===== src/gzhp_pkg.sv =====
// Shared types and constants for the gzip member header parser.
package gzhp_pkg;

	// Longest file name that is passed on, in bytes.
	localparam int MAX_NAME_LEN = 255;
	localparam int NAME_CNT_W   = $clog2(MAX_NAME_LEN + 1);

	// Fixed header layout.
	localparam int         HDR_LEN      = 10;
	localparam logic [7:0] MAGIC0       = 8'h1F;
	localparam logic [7:0] MAGIC1       = 8'h8B;
	localparam int         FLG_EXTRA    = 2;
	localparam int         FLG_NAME     = 3;
	localparam logic [3:0] IDX_MAGIC0   = 4'd0;
	localparam logic [3:0] IDX_MAGIC1   = 4'd1;
	localparam logic [3:0] IDX_METHOD   = 4'd2;
	localparam logic [3:0] IDX_FLAGS    = 4'd3;
	localparam logic [3:0] IDX_XFL      = 4'd8;
	localparam logic [3:0] IDX_HDR_LAST = 4'(HDR_LEN - 1);

	// Result queue depth; a power of two.
	localparam int OUT_DEPTH = 4;

	// Result kinds.
	localparam logic KIND_NAME    = 1'b0;
	localparam logic KIND_SUMMARY = 1'b1;

	typedef struct packed {
		logic [7:0] in_byte;
		logic       end_of_data;
	} in_beat_t;

	typedef struct packed {
		logic        result_kind;
		logic [7:0]  name_char;
		logic [7:0]  method;
		logic [7:0]  flag_bits;
		logic [31:0] mod_time;
		logic [7:0]  extra_flag_byte;
		logic [7:0]  os_code;
		logic        header_valid;
		logic        too_short;
		logic        last_result;
	} result_t;

	// Results of one input beat, handed to the result queue.
	typedef struct packed {
		logic [1:0] count;
		result_t    first;
		result_t    second;
	} push_t;

endpackage


===== src/gzhp_byte_if.sv =====
// Channel carrying stream bytes into the parser.
interface gzhp_byte_if;
	logic       valid;
	logic       ready;
	logic [7:0] in_byte;
	logic       end_of_data;

	modport source(output valid, output in_byte, output end_of_data, input ready);
	modport sink(input valid, input in_byte, input end_of_data, output ready);
endinterface


===== src/gzhp_result_if.sv =====
// Channel carrying name bytes and header summaries out of the parser.
interface gzhp_result_if;
	logic        valid;
	logic        ready;
	logic        result_kind;
	logic [7:0]  name_char;
	logic [7:0]  method;
	logic [7:0]  flag_bits;
	logic [31:0] mod_time;
	logic [7:0]  extra_flag_byte;
	logic [7:0]  os_code;
	logic        header_valid;
	logic        too_short;
	logic        last_result;

	modport source(output valid, output result_kind, output name_char, output method,
		output flag_bits, output mod_time, output extra_flag_byte, output os_code,
		output header_valid, output too_short, output last_result, input ready);
	modport sink(input valid, input result_kind, input name_char, input method,
		input flag_bits, input mod_time, input extra_flag_byte, input os_code,
		input header_valid, input too_short, input last_result, output ready);
endinterface


===== src/gzhp_parse_core.sv =====
// Header parse state and per-byte result generation.
module gzhp_parse_core (
	input  logic               clk,
	input  logic               arst_n,
	input  logic               fire,
	input  gzhp_pkg::in_beat_t beat,
	output gzhp_pkg::push_t    push
);

	typedef enum logic [4:0] {
		PH_HEADER = 5'b00001,
		PH_XLEN   = 5'b00010,
		PH_SKIP   = 5'b00100,
		PH_NAME   = 5'b01000,
		PH_DONE   = 5'b10000
	} phase_t;

	localparam int NCW = gzhp_pkg::NAME_CNT_W;

	phase_t          phase_q, phase_st;
	logic [3:0]      byte_index_q, byte_index_st;
	logic            magic_ok_q, magic_ok_st;
	logic [7:0]      method_q, method_st;
	logic [7:0]      flags_q, flags_st;
	logic [31:0]     time_q, time_st;
	logic [7:0]      xfl_q, xfl_st;
	logic [7:0]      os_q, os_st;
	logic [15:0]     skip_q, skip_st;
	logic [NCW-1:0]  name_count_q, name_count_st;
	logic [NCW-1:0]  name_count_inc;
	logic [15:0]     skip_dec;
	logic            emit;
	logic            shrt;
	logic            hdr_ok;
	logic [7:0]      b;
	gzhp_pkg::result_t name_res;
	gzhp_pkg::result_t sum_res;

	assign b              = beat.in_byte;
	assign name_count_inc = name_count_q + NCW'(1);
	assign skip_dec       = skip_q - 16'd1;

	// State step for one byte.
	always_comb begin
		phase_st      = phase_q;
		byte_index_st = byte_index_q;
		magic_ok_st   = magic_ok_q;
		method_st     = method_q;
		flags_st      = flags_q;
		time_st       = time_q;
		xfl_st        = xfl_q;
		os_st         = os_q;
		skip_st       = skip_q;
		name_count_st = name_count_q;
		emit          = 1'b0;
		unique case (phase_q)
			PH_HEADER: begin
				if (byte_index_q == gzhp_pkg::IDX_MAGIC0 && b != gzhp_pkg::MAGIC0) begin
					magic_ok_st = 1'b0;
				end
				if (byte_index_q == gzhp_pkg::IDX_MAGIC1 && b != gzhp_pkg::MAGIC1) begin
					magic_ok_st = 1'b0;
				end
				if (byte_index_q == gzhp_pkg::IDX_METHOD) begin
					method_st = b;
				end
				if (byte_index_q == gzhp_pkg::IDX_FLAGS) begin
					flags_st = b;
				end
				// Offsets four to seven fill the time word, low byte first.
				if (byte_index_q[3:2] == 2'b01) begin
					time_st[{byte_index_q[1:0], 3'b000} +: 8] = b;
				end
				if (byte_index_q == gzhp_pkg::IDX_XFL) begin
					xfl_st = b;
				end
				if (byte_index_q >= gzhp_pkg::IDX_HDR_LAST) begin
					os_st         = b;
					byte_index_st = 4'd0;
					if (magic_ok_q && flags_q[gzhp_pkg::FLG_NAME]) begin
						if (flags_q[gzhp_pkg::FLG_EXTRA]) begin
							phase_st = PH_XLEN;
							skip_st  = 16'd0;
						end else begin
							phase_st      = PH_NAME;
							name_count_st = '0;
						end
					end else begin
						phase_st = PH_DONE;
					end
				end else begin
					byte_index_st = byte_index_q + 4'd1;
				end
			end
			PH_XLEN: begin
				if (byte_index_q == 4'd0) begin
					skip_st       = {8'd0, b};
					byte_index_st = 4'd1;
				end else begin
					skip_st       = {b, skip_q[7:0]};
					byte_index_st = 4'd0;
					if ({b, skip_q[7:0]} == 16'd0) begin
						phase_st      = PH_NAME;
						name_count_st = '0;
					end else begin
						phase_st = PH_SKIP;
					end
				end
			end
			PH_SKIP: begin
				skip_st = skip_dec;
				if (skip_dec == 16'd0) begin
					phase_st      = PH_NAME;
					name_count_st = '0;
				end
			end
			PH_NAME: begin
				if (b == 8'd0) begin
					phase_st = PH_DONE;
				end else begin
					emit          = 1'b1;
					name_count_st = name_count_inc;
					if (name_count_inc >= NCW'(gzhp_pkg::MAX_NAME_LEN)) begin
						phase_st = PH_DONE;
					end
				end
			end
			PH_DONE: begin
				phase_st = PH_DONE;
			end
			default: begin
				phase_st = PH_DONE;
			end
		endcase
	end

	// Build the name byte and summary results from the stepped state.
	always_comb begin
		shrt   = (phase_st == PH_HEADER);
		hdr_ok = !shrt && magic_ok_st;

		name_res             = '0;
		name_res.result_kind = gzhp_pkg::KIND_NAME;
		name_res.name_char   = b;

		sum_res              = '0;
		sum_res.result_kind  = gzhp_pkg::KIND_SUMMARY;
		if (hdr_ok) begin
			sum_res.method          = method_st;
			sum_res.flag_bits       = flags_st;
			sum_res.mod_time        = time_st;
			sum_res.extra_flag_byte = xfl_st;
			sum_res.os_code         = os_st;
		end
		sum_res.header_valid = hdr_ok;
		sum_res.too_short    = shrt;
		sum_res.last_result  = 1'b1;

		push.first  = emit ? name_res : sum_res;
		push.second = sum_res;
		if (!fire) begin
			push.count = 2'd0;
		end else begin
			push.count = {1'b0, emit} + {1'b0, beat.end_of_data};
		end
	end

	// Control state; the final byte of a stream returns it to reset.
	always_ff @(posedge clk or negedge arst_n) begin
		if (!arst_n) begin
			phase_q      <= PH_HEADER;
			byte_index_q <= 4'd0;
			magic_ok_q   <= 1'b1;
		end else if (fire) begin
			if (beat.end_of_data) begin
				phase_q      <= PH_HEADER;
				byte_index_q <= 4'd0;
				magic_ok_q   <= 1'b1;
			end else begin
				phase_q      <= phase_st;
				byte_index_q <= byte_index_st;
				magic_ok_q   <= magic_ok_st;
			end
		end
	end

	// Captured header fields and counters; each is written before it is read.
	always_ff @(posedge clk) begin
		if (fire) begin
			method_q     <= method_st;
			flags_q      <= flags_st;
			time_q       <= time_st;
			xfl_q        <= xfl_st;
			os_q         <= os_st;
			skip_q       <= skip_st;
			name_count_q <= name_count_st;
		end
	end

	// A stream end always leaves the parser ready for a fresh header.
	assert property (@(posedge clk) disable iff (!arst_n)
		fire && beat.end_of_data |=> phase_q == PH_HEADER && byte_index_q == 4'd0 && magic_ok_q)
	else $error("parser not back at header start after final byte");

	// The name counter stays under its limit while names are passed on.
	assert property (@(posedge clk) disable iff (!arst_n)
		phase_q == PH_NAME |-> name_count_q < NCW'(gzhp_pkg::MAX_NAME_LEN))
	else $error("name counter reached its limit inside the name phase");

	// A name byte result is only produced in the name phase.
	assert property (@(posedge clk) disable iff (!arst_n)
		fire && emit |-> phase_q == PH_NAME && b != 8'd0)
	else $error("name byte produced outside the name phase");

endmodule


===== src/gzhp_out_fifo.sv =====
// Small result queue that takes up to two results per cycle and gives one per cycle while the receiver is ready.
module gzhp_out_fifo (
	input  logic              clk,
	input  logic              arst_n,
	input  gzhp_pkg::push_t   push,
	output logic              room,
	output logic              head_valid,
	output gzhp_pkg::result_t head,
	input  logic              pop_ready
);

	localparam int DEPTH = gzhp_pkg::OUT_DEPTH;
	localparam int PW    = $clog2(DEPTH);
	localparam int CW    = $clog2(DEPTH + 1);

	gzhp_pkg::result_t mem_q [DEPTH];
	logic [PW-1:0]     wr_ptr_q;
	logic [PW-1:0]     rd_ptr_q;
	logic [CW-1:0]     count_q;
	logic              pop;

	assign head_valid = (count_q != '0);
	assign head       = mem_q[rd_ptr_q];
	assign pop        = head_valid && pop_ready;
	// Room for the two results that one byte can cause.
	assign room       = (count_q <= CW'(DEPTH - 2));

	// Entry storage.
	always_ff @(posedge clk) begin
		if (push.count != 2'd0) begin
			mem_q[wr_ptr_q] <= push.first;
		end
		if (push.count == 2'd2) begin
			mem_q[wr_ptr_q + PW'(1)] <= push.second;
		end
	end

	// Pointers and fill level.
	always_ff @(posedge clk or negedge arst_n) begin
		if (!arst_n) begin
			wr_ptr_q <= '0;
			rd_ptr_q <= '0;
			count_q  <= '0;
		end else begin
			wr_ptr_q <= wr_ptr_q + PW'(push.count);
			rd_ptr_q <= rd_ptr_q + PW'(pop);
			count_q  <= count_q + CW'(push.count) - CW'(pop);
		end
	end

	// The fill level never passes the depth.
	assert property (@(posedge clk) disable iff (!arst_n) count_q <= CW'(DEPTH))
	else $error("result queue overflow");

	// Results arrive only when there is room for a full pair.
	assert property (@(posedge clk) disable iff (!arst_n)
		push.count != 2'd0 |-> count_q <= CW'(DEPTH - 2))
	else $error("results pushed without room");

	// An entry that is waiting and not taken stays at the head.
	assert property (@(posedge clk) disable iff (!arst_n)
		head_valid && !pop_ready |=> head_valid && $stable(rd_ptr_q))
	else $error("result queue head moved while stalled");

endmodule


===== src/gzip_header_parser.sv =====
// Top level of the gzip member header parser.
// A byte accepted from the input is registered in the input stage, parsed from there into the
// result queue, and its first result is offered from the queue head.
// Throughput: one byte per cycle; the input is held only while the result queue has fewer
// than two free entries. A final byte that is also a name byte gives two results.
// Reset: arst_n clears the parse control state, the input stage valid and the result queue.
module gzip_header_parser (
	input  logic                 clk,
	input  logic                 arst_n,
	gzhp_byte_if.sink            byte_stream,
	gzhp_result_if.source        result_stream
);

	logic               valid_s1;
	gzhp_pkg::in_beat_t beat_s1;
	logic               advance;
	logic               room;
	logic               head_valid;
	gzhp_pkg::push_t    push;
	gzhp_pkg::result_t  head;

	// The input stage moves on whenever the queue can take a pair of results.
	assign advance           = valid_s1 && room;
	assign byte_stream.ready = !valid_s1 || advance;

	// Input stage valid.
	always_ff @(posedge clk or negedge arst_n) begin
		if (!arst_n) begin
			valid_s1 <= 1'b0;
		end else if (byte_stream.ready) begin
			valid_s1 <= byte_stream.valid;
		end
	end

	// Input stage payload.
	always_ff @(posedge clk) begin
		if (byte_stream.ready && byte_stream.valid) begin
			beat_s1.in_byte     <= byte_stream.in_byte;
			beat_s1.end_of_data <= byte_stream.end_of_data;
		end
	end

	gzhp_parse_core u_core (
		.clk    (clk),
		.arst_n (arst_n),
		.fire   (advance),
		.beat   (beat_s1),
		.push   (push)
	);

	gzhp_out_fifo u_fifo (
		.clk        (clk),
		.arst_n     (arst_n),
		.push       (push),
		.room       (room),
		.head_valid (head_valid),
		.head       (head),
		.pop_ready  (result_stream.ready)
	);

	// Drive the result channel from the queue head.
	assign result_stream.valid           = head_valid;
	assign result_stream.result_kind     = head.result_kind;
	assign result_stream.name_char       = head.name_char;
	assign result_stream.method          = head.method;
	assign result_stream.flag_bits       = head.flag_bits;
	assign result_stream.mod_time        = head.mod_time;
	assign result_stream.extra_flag_byte = head.extra_flag_byte;
	assign result_stream.os_code         = head.os_code;
	assign result_stream.header_valid    = head.header_valid;
	assign result_stream.too_short       = head.too_short;
	assign result_stream.last_result     = head.last_result;

endmodule


===== src/flat_wrapper.sv =====
// flat-port wrapper written by rule: the top's interface ports become plain ports
module gzip_header_parser_flat 
  (clk, arst_n, byte_stream_valid, byte_stream_in_byte, byte_stream_end_of_data, byte_stream_ready, result_stream_valid, result_stream_result_kind, result_stream_name_char, result_stream_method, result_stream_flag_bits, result_stream_mod_time, result_stream_extra_flag_byte, result_stream_os_code, result_stream_header_valid, result_stream_too_short, result_stream_last_result, result_stream_ready);
  gzhp_byte_if byte_stream_i ();
  gzhp_result_if result_stream_i ();
  input  logic clk;
  input  logic arst_n;
  input wire logic [$bits(byte_stream_i.valid)-1:0] byte_stream_valid;
  input wire logic [$bits(byte_stream_i.in_byte)-1:0] byte_stream_in_byte;
  input wire logic [$bits(byte_stream_i.end_of_data)-1:0] byte_stream_end_of_data;
  output wire logic [$bits(byte_stream_i.ready)-1:0] byte_stream_ready;
  output wire logic [$bits(result_stream_i.valid)-1:0] result_stream_valid;
  output wire logic [$bits(result_stream_i.result_kind)-1:0] result_stream_result_kind;
  output wire logic [$bits(result_stream_i.name_char)-1:0] result_stream_name_char;
  output wire logic [$bits(result_stream_i.method)-1:0] result_stream_method;
  output wire logic [$bits(result_stream_i.flag_bits)-1:0] result_stream_flag_bits;
  output wire logic [$bits(result_stream_i.mod_time)-1:0] result_stream_mod_time;
  output wire logic [$bits(result_stream_i.extra_flag_byte)-1:0] result_stream_extra_flag_byte;
  output wire logic [$bits(result_stream_i.os_code)-1:0] result_stream_os_code;
  output wire logic [$bits(result_stream_i.header_valid)-1:0] result_stream_header_valid;
  output wire logic [$bits(result_stream_i.too_short)-1:0] result_stream_too_short;
  output wire logic [$bits(result_stream_i.last_result)-1:0] result_stream_last_result;
  input wire logic [$bits(result_stream_i.ready)-1:0] result_stream_ready;
  assign byte_stream_i.valid = byte_stream_valid;
  assign byte_stream_i.in_byte = byte_stream_in_byte;
  assign byte_stream_i.end_of_data = byte_stream_end_of_data;
  assign byte_stream_ready = byte_stream_i.ready;
  assign result_stream_valid = result_stream_i.valid;
  assign result_stream_result_kind = result_stream_i.result_kind;
  assign result_stream_name_char = result_stream_i.name_char;
  assign result_stream_method = result_stream_i.method;
  assign result_stream_flag_bits = result_stream_i.flag_bits;
  assign result_stream_mod_time = result_stream_i.mod_time;
  assign result_stream_extra_flag_byte = result_stream_i.extra_flag_byte;
  assign result_stream_os_code = result_stream_i.os_code;
  assign result_stream_header_valid = result_stream_i.header_valid;
  assign result_stream_too_short = result_stream_i.too_short;
  assign result_stream_last_result = result_stream_i.last_result;
  assign result_stream_i.ready = result_stream_ready;
  gzip_header_parser u_core (.clk(clk), .arst_n(arst_n), .byte_stream(byte_stream_i), .result_stream(result_stream_i));
endmodule

===== config.mk =====
export PLATFORM = sky130hd
export DESIGN_NAME = gzip_header_parser_flat
export DESIGN_NICKNAME = d
export VERILOG_FILES = /design/src/gzhp_pkg.sv /design/src/gzhp_byte_if.sv /design/src/gzhp_result_if.sv /design/src/gzhp_parse_core.sv /design/src/gzhp_out_fifo.sv /design/src/gzip_header_parser.sv /design/src/flat_wrapper.sv
export SDC_FILE = /design/constraint.sdc
export NUM_CORES = 1
export LEC_CHECK = 0
export BUFFER_PORTS_ARGS = -buffer_cell sky130_fd_sc_hd__buf_2
export CORE_UTILIZATION = 26
export CTS_BUF_LIST = sky130_fd_sc_hd__clkbuf_8
export DETAILED_ROUTE_END_ITERATION = 10
export GPL_TIMING_DRIVEN = 0
export SLEW_MARGIN = 20
export SYNTH_ARGS = -nofsm -noshare
export SYNTH_HDL_FRONTEND = slang
export SYNTH_SLANG_ARGS = --single-unit

===== constraint.sdc =====
create_clock -name clk -period 8 [get_ports clk]
set_input_delay 1.6 -clock clk [delete_from_list [all_inputs] [get_ports clk]]
set_output_delay 1.6 -clock clk [all_outputs]
set_load 0.01 [all_outputs]

Word level (Yosys, flattened, before mapping) --
Memories as Yosys holds them, arrays and structs flattened. Index checks and enable logic that the tools add are counted.
Storage, ports and cells: register bits 115, memory bits (writable) 304, input port bits 13, output and inout bits 78, logic and storage cells 129, memories 1
Operators by class: add/subtract/negate cells 10, magnitude comparators 3, equal/unequal tests 22, shifts and indexed selects 2, muxes and demuxes 51, reductions and logical operators 23
Memories:
- u_core.u_fifo.mem_q | words 4, bits a word 76, read ports 1, clocked after Yosys merged registers in 0, wr ports 2, RTL line gzhp_out_fifo.sv:16 | gzhp_pkg::result_t mem_q [DEPTH];
Operators by type and width (number):
- 8-bit two-way mux | 15
- 76-bit two-way mux | 1
- 16-bit two-way mux | 4
- 32-bit two-way mux | 2
- 64-bit two-way mux | 1
- 16-bit case mux with 3 select lines | 1
- 5-bit two-way mux | 7
- 32-bit bitwise mux | 1
- 16-bit zero test | 2
- 8-bit case mux with 4 select lines | 1
- 8-bit by 7-bit variable shift with 32-bit output, first input constant | 1
- 8-bit by 7-bit variable part select with 32-bit output | 1
- 5-bit case mux with 4 select lines | 1
- 2-bit inequality test, second input constant | 9
- 4-bit two-way mux | 4
- 16-bit by 1-bit subtractor with 16-bit output, second input constant | 1
- 1-bit two-way mux | 11
- 5-bit by 1-bit equality test with 1-bit output, second input constant | 2
- 9-bit AND reduction | 1
- 3-bit nonzero test | 3
- 8-bit by 1-bit adder with 8-bit output, second input constant | 1
- 4-bit by 2-bit equality test with 1-bit output, second input constant | 2
- 8-bit >= comparator, second input constant | 1
- 8-bit zero test | 1
- other kinds (30) | 37

Logic depth before layout (Yosys ltp) --
depth in word-level cells 10, gate-level depth with buffers 13, gate-level depth less buffers 12

Hierarchy --
Synthesis repeated with hierarchy kept, for this count alone.
Unflattened totals: cell total of the unflattened synthesis 1510, area total of the unflattened synthesis 21803.4 um2
By module, submodules not included:
- gzhp_out_fifo | instances 1, cells an instance 776, area each 15080.7 um2, seq. area each 9303.9 um2
- gzhp_parse_core | instances 1, cells an instance 720, area each 6392.4 um2, seq. area each 2895.3 um2
- gzip_header_parser | instances 1, cells an instance 14, area each 330.3 um2, seq. area each 295.3 um2

Worst setup path before layout --
OpenSTA, ideal clock, no wires.
kind register -> register, start point register u_core.u_fifo.count_q[0], end point memory u_core.u_fifo.mem_q[0][10] (netlist bit), enable pin, library setup time 581 ps, arrival time 6731 ps, data required time 7419 ps, path slack 688 ps, cell stages (with the launch flop) 6, buffers on the path 0, clock period less this slack 7312 ps, path through dfrtp_1 -> a21oi_1 -> nand2_1 -> clkinv_1 -> nand3b_1 -> o21ai_0
RTL lines:
- from (decl) | RTL line gzhp_out_fifo.sv:19 | logic [CW-1:0] count_q;
- from (signal assigned) | RTL line gzhp_out_fifo.sv:47 | count_q <= count_q + CW'(push.count) - CW'(pop);
- to (decl) | RTL line gzhp_out_fifo.sv:16

Worst setup path in the final report --
start point register u_core.u_fifo.rd_ptr_q[0], end point output port result_stream_method[7]
On the way: longest elaborated chain between the ends 1
RTL lines:
- from (decl) | RTL line gzhp_out_fifo.sv:18 | logic [PW-1:0] rd_ptr_q;
- from (signal assigned) | RTL line gzhp_out_fifo.sv:46 | rd_ptr_q <= rd_ptr_q + PW'(pop);
- memory 4 x 76 bit
- to (decl) | RTL line flat_wrapper.sv:15 | output wire logic [$bits(result_stream_i.method)-1:0] result_stream_method;
Every way passes these cells.

==> reports/qor.txt <==
========================================================================================
Pin count of the biggest net entering global routing ......................           74
Cell type with the largest total area after synthesis ..................... sky130_fd_sc_hd__edfxtp_1
Buffers on Ports ..........................................................           90
Area of the mapped netlist ................................................  18200 sq um
Number of core rows .......................................................           96
Residual DRC ..............................................................            0
Proportion of netlist area held by the largest area contributor ...........        0.595
Post-CTS setup buffer count ...............................................            0
Final count of hold timing violations .....................................            0
First-pass iteration count of the detailed router .........................            5
Switch Pwr ................................................................    0.00244 W
Setup repair after global routing missed its margin .......................        false
Number of antenna cells inserted ..........................................            0
Setup-failing EPs final ...................................................            0
Fin Setup TNS .............................................................         0 ps
Critical-path maximum fanout ..............................................           10
Number of DRC markers in iteration 0 ......................................          896
Leading register cell type out of synthesis ............................... sky130_fd_sc_hd__edfxtp_1
Max-cap violation count ...................................................            0
Maximum clock rate ........................................................      215 MHz
Synthesized net count .....................................................         1393
Period Utilization, post-route ............................................        0.582
Clock transition at path regs .............................................        60 ps
Status .................................................................... finished, final reports clean
Power, Total ..............................................................    0.00710 W
Clock buffers created by TritonCTS ........................................           72
Overflow left after global routing ........................................            0
PnR worst setup slack .....................................................      3340 ps
Register share of total power .............................................        0.428
Die Span Y ................................................................  267 microns
Critical Path Sink Type ...................................................   output pin
Gate count after technology mapping .......................................         1362
Proportion of power drawn by combinational gates ..........................        0.314
Die X-Extent ..............................................................  267 microns
Number of buffers inserted by hold repair at cts ..........................            0
Maximum resistive drop on vdd .............................................       138 uV
Total half-perimeter wirelength after legalization and detailed placement . 29500 microns
First-pass GRT wire length ................................................ 70800 microns
Clock H-tree levels .......................................................            3
Share of synthesized area occupied by flip-flops and latches ..............        0.659
Share of post-route cells with drive strength above 1 .....................        0.202
Total number of clock tree sinks ..........................................          415
Yosys reg bits ............................................................          415
Final critical delay including setup and external delays ..................      4660 ps
Startpoint type of the worst setup path ...................................         flop
Ys async rst share ........................................................       0.0434
Vias in the first global route ............................................        11.5k
Relative slew slack .......................................................        0.223
Die Area ..................................................................  71200 sq um
Worst Skew ................................................................      27.9 ps
TritonCTS clock tree ......................................................         done
Tightest Pin Transition ...................................................      1170 ps
Power per unit of standard cell area ......................................  331 nW/um^2
Data required time at the worst endpoint ..................................      6400 ps
Internal Pwr Total ........................................................    0.00466 W
Worst Reg2Reg Path Length in Cells ........................................           10
Number of cells upsized or downsized after cts ............................            0
Count of pins over their slew limit .......................................            0
# nets final ..............................................................         1565
Clock Root Buffer ......................................................... sky130_fd_sc_hd__clkbuf_8
Clock latency reported for the late side of the worst-skew pair ...........       630 ps
Final core utilization ....................................................        0.311
Routed length per instance ................................................ 18.5 microns
Cell count of the worst hold path .........................................            1
Most repeated cell in the gate-level netlist after synthesis .............. sky130_fd_sc_hd__edfxtp_1
Switching power as a share of total power .................................        0.344
Clk pwr share .............................................................        0.259
Global router's overall resource usage ....................................        0.133
Antenna violations before repair ..........................................            2
Leading cell types by total area after synthesis .......................... sky130_fd_sc_hd__edfxtp_1 (59%), sky130_fd_sc_hd__mux4_2 (9.3%), sky130_fd_sc_hd__nor2_1 (7.2%)
Number of enable flip-flop cells after synthesis ..........................          361
Boundary pin count ........................................................           91
Final wirelength .......................................................... 46600 microns
HP Class .................................................................. flop to flop
Yosys cell types ..........................................................           55
Area of the placeable core ................................................  68900 sq um
Area growth syn-to-layout .................................................        17.5%
LEAKAGE ...................................................................      8.10 nW
RePlAce Congestion ........................................................        0.816
Deepest clock path buffer count ...........................................            3
Count of antenna-violating nets left after detailed routing ...............            0
Pre-CTS WS ................................................................      3800 ps
Initial core utilization ..................................................        0.264
Critical path start-end classification .................................... flop to output pin
Per-instance average area after synthesis .................................   13.4 sq um
Arrival time worst endpoint ...............................................      3060 ps
Yosys warning total .......................................................            0
Mean number of vias per cell ..............................................         4.51
Synth cell count leaders .................................................. sky130_fd_sc_hd__edfxtp_1 (361), sky130_fd_sc_hd__nor2_1 (352), sky130_fd_sc_hd__inv_1 (82)
Total via count after detailed routing ....................................        11.4k
========================================================================================
-- power by group through the flow --
stage	clock network [W]	logic, W	registers [W]
6_report	0.00184	0.00223	0.00304
3_5_place_dp	0	0.00228	0.00308
4_1_cts	0.00188	0.00229	0.00304
2_1_floorplan	0	0.00143	0.00304
3_3_place_gp	0	0.00222	0.00311
5_1_grt	0.00198	0.00245	0.00307
-- worst max-delay path: stages, from the launching register on --
cell                      delay (ps)
sky130_fd_sc_hd__dfrtp_1         420
sky130_fd_sc_hd__buf_2           390
sky130_fd_sc_hd__buf_1           760
sky130_fd_sc_hd__mux4_2          680
sky130_fd_sc_hd__buf_2           170
-- registers in the layout (all words and copies together) (netlist names), 3 cells and up --
signal and flops:
u_core.u_fifo.mem_q 300, u_core.u_core.time_q 32, u_core.u_core.skip_q 16, u_core.beat_s1 9
u_core.u_core.flags_q 8, u_core.u_core.method_q 8, u_core.u_core.name_count_q 8, u_core.u_core.os_q 8
u_core.u_core.xfl_q 8, u_core.u_core.phase_q 5, u_core.u_core.byte_index_q 4, u_core.u_fifo.count_q 3
-- placed cells by master (no fill, tap or decap), drive strengths merged, types with 4 or more instances in the layout --
cell	count
a21oi	42
inv	107
clkinv	21
xor2	15
edfxtp	361
and3	9
buf	138
nor3b	6
xnor2	9
nor2	353
nor3	12
mux2i	64
mux4	75
nand2	64
dfxtp	36
nand3	14
nand4	4
a211o	4
o21ai	32
and2	17
nand3b	4
nor4	8
nand2b	11
or3	6
clkbuf	108
ha	17
dfrtp	16
-- path summary, 6_finish.rpt --
| check | endpoint | slack, ps | from |
|---|---|---|---|
| setup / recovery | result_stream_method[7] | 3340 | u_core.u_fifo.rd_ptr_q[0] |
| hold / removal | u_core.u_fifo.mem_q[3][0] | 460 | u_core.u_fifo.mem_q[3][0] |
| setup reg to reg | u_core.u_fifo.mem_q[1][35] | 3770 | u_core.beat_s1[7] |
| hold reg to reg | u_core.u_fifo.mem_q[3][0] | 460 | u_core.u_fifo.mem_q[3][0] |
| max in group asynchronous | u_core.u_core.phase_q[0] | 6730 | arst_n |
| min in group asynchronous | u_core.u_fifo.wr_ptr_q[1] | 910 | arst_n |
-- cell type report --
cell class	instances	area [sq um]
clock buffer	77	1060
sequential	415	12000
tap	931	1160
buffer	71	314
timing repair buffer	98	646
multi-input combinational	793	5630
clock inverter	49	279
inverter	83	317
fill	6993	47500
-- logic make-up after synthesis --
group,after synthesis,share of synthesized area
buffers and inverters,154,0.0342
XOR/XNOR,24,0.0115
AND/OR/NAND/NOR,517,0.122
adder cells (fa/ha/maj),18,0.0128
flip-flops,415,0.659
multiplexers,139,0.128
AO/OA/AOI/OAI,95,0.0323
-- per-layer routing --
layer	global-route usage	vias to the layer above	routed length, microns
met5	0	-	33
met4	0.0422	4	1020
met3	0.0327	90	3010
met2	0.212	338	22200
met1	0.176	5688	20300
li1	-	5235	-
-- through the flow --
stage / cells / cell area (sq um) / hold slack (ps)
2_1_floorplan: 1362 / 18200 / 430
3_3_place_gp: 2383 / 19800 / 442
3_5_place_dp: 2391 / 20100 / 450
4_1_cts: 2517 / 21400 / 462
5_1_grt: 2517 / 21400 / 479
6_report: 2517 / 21400 / 461
Note: power is estimated with default switching activity, not from simulation.
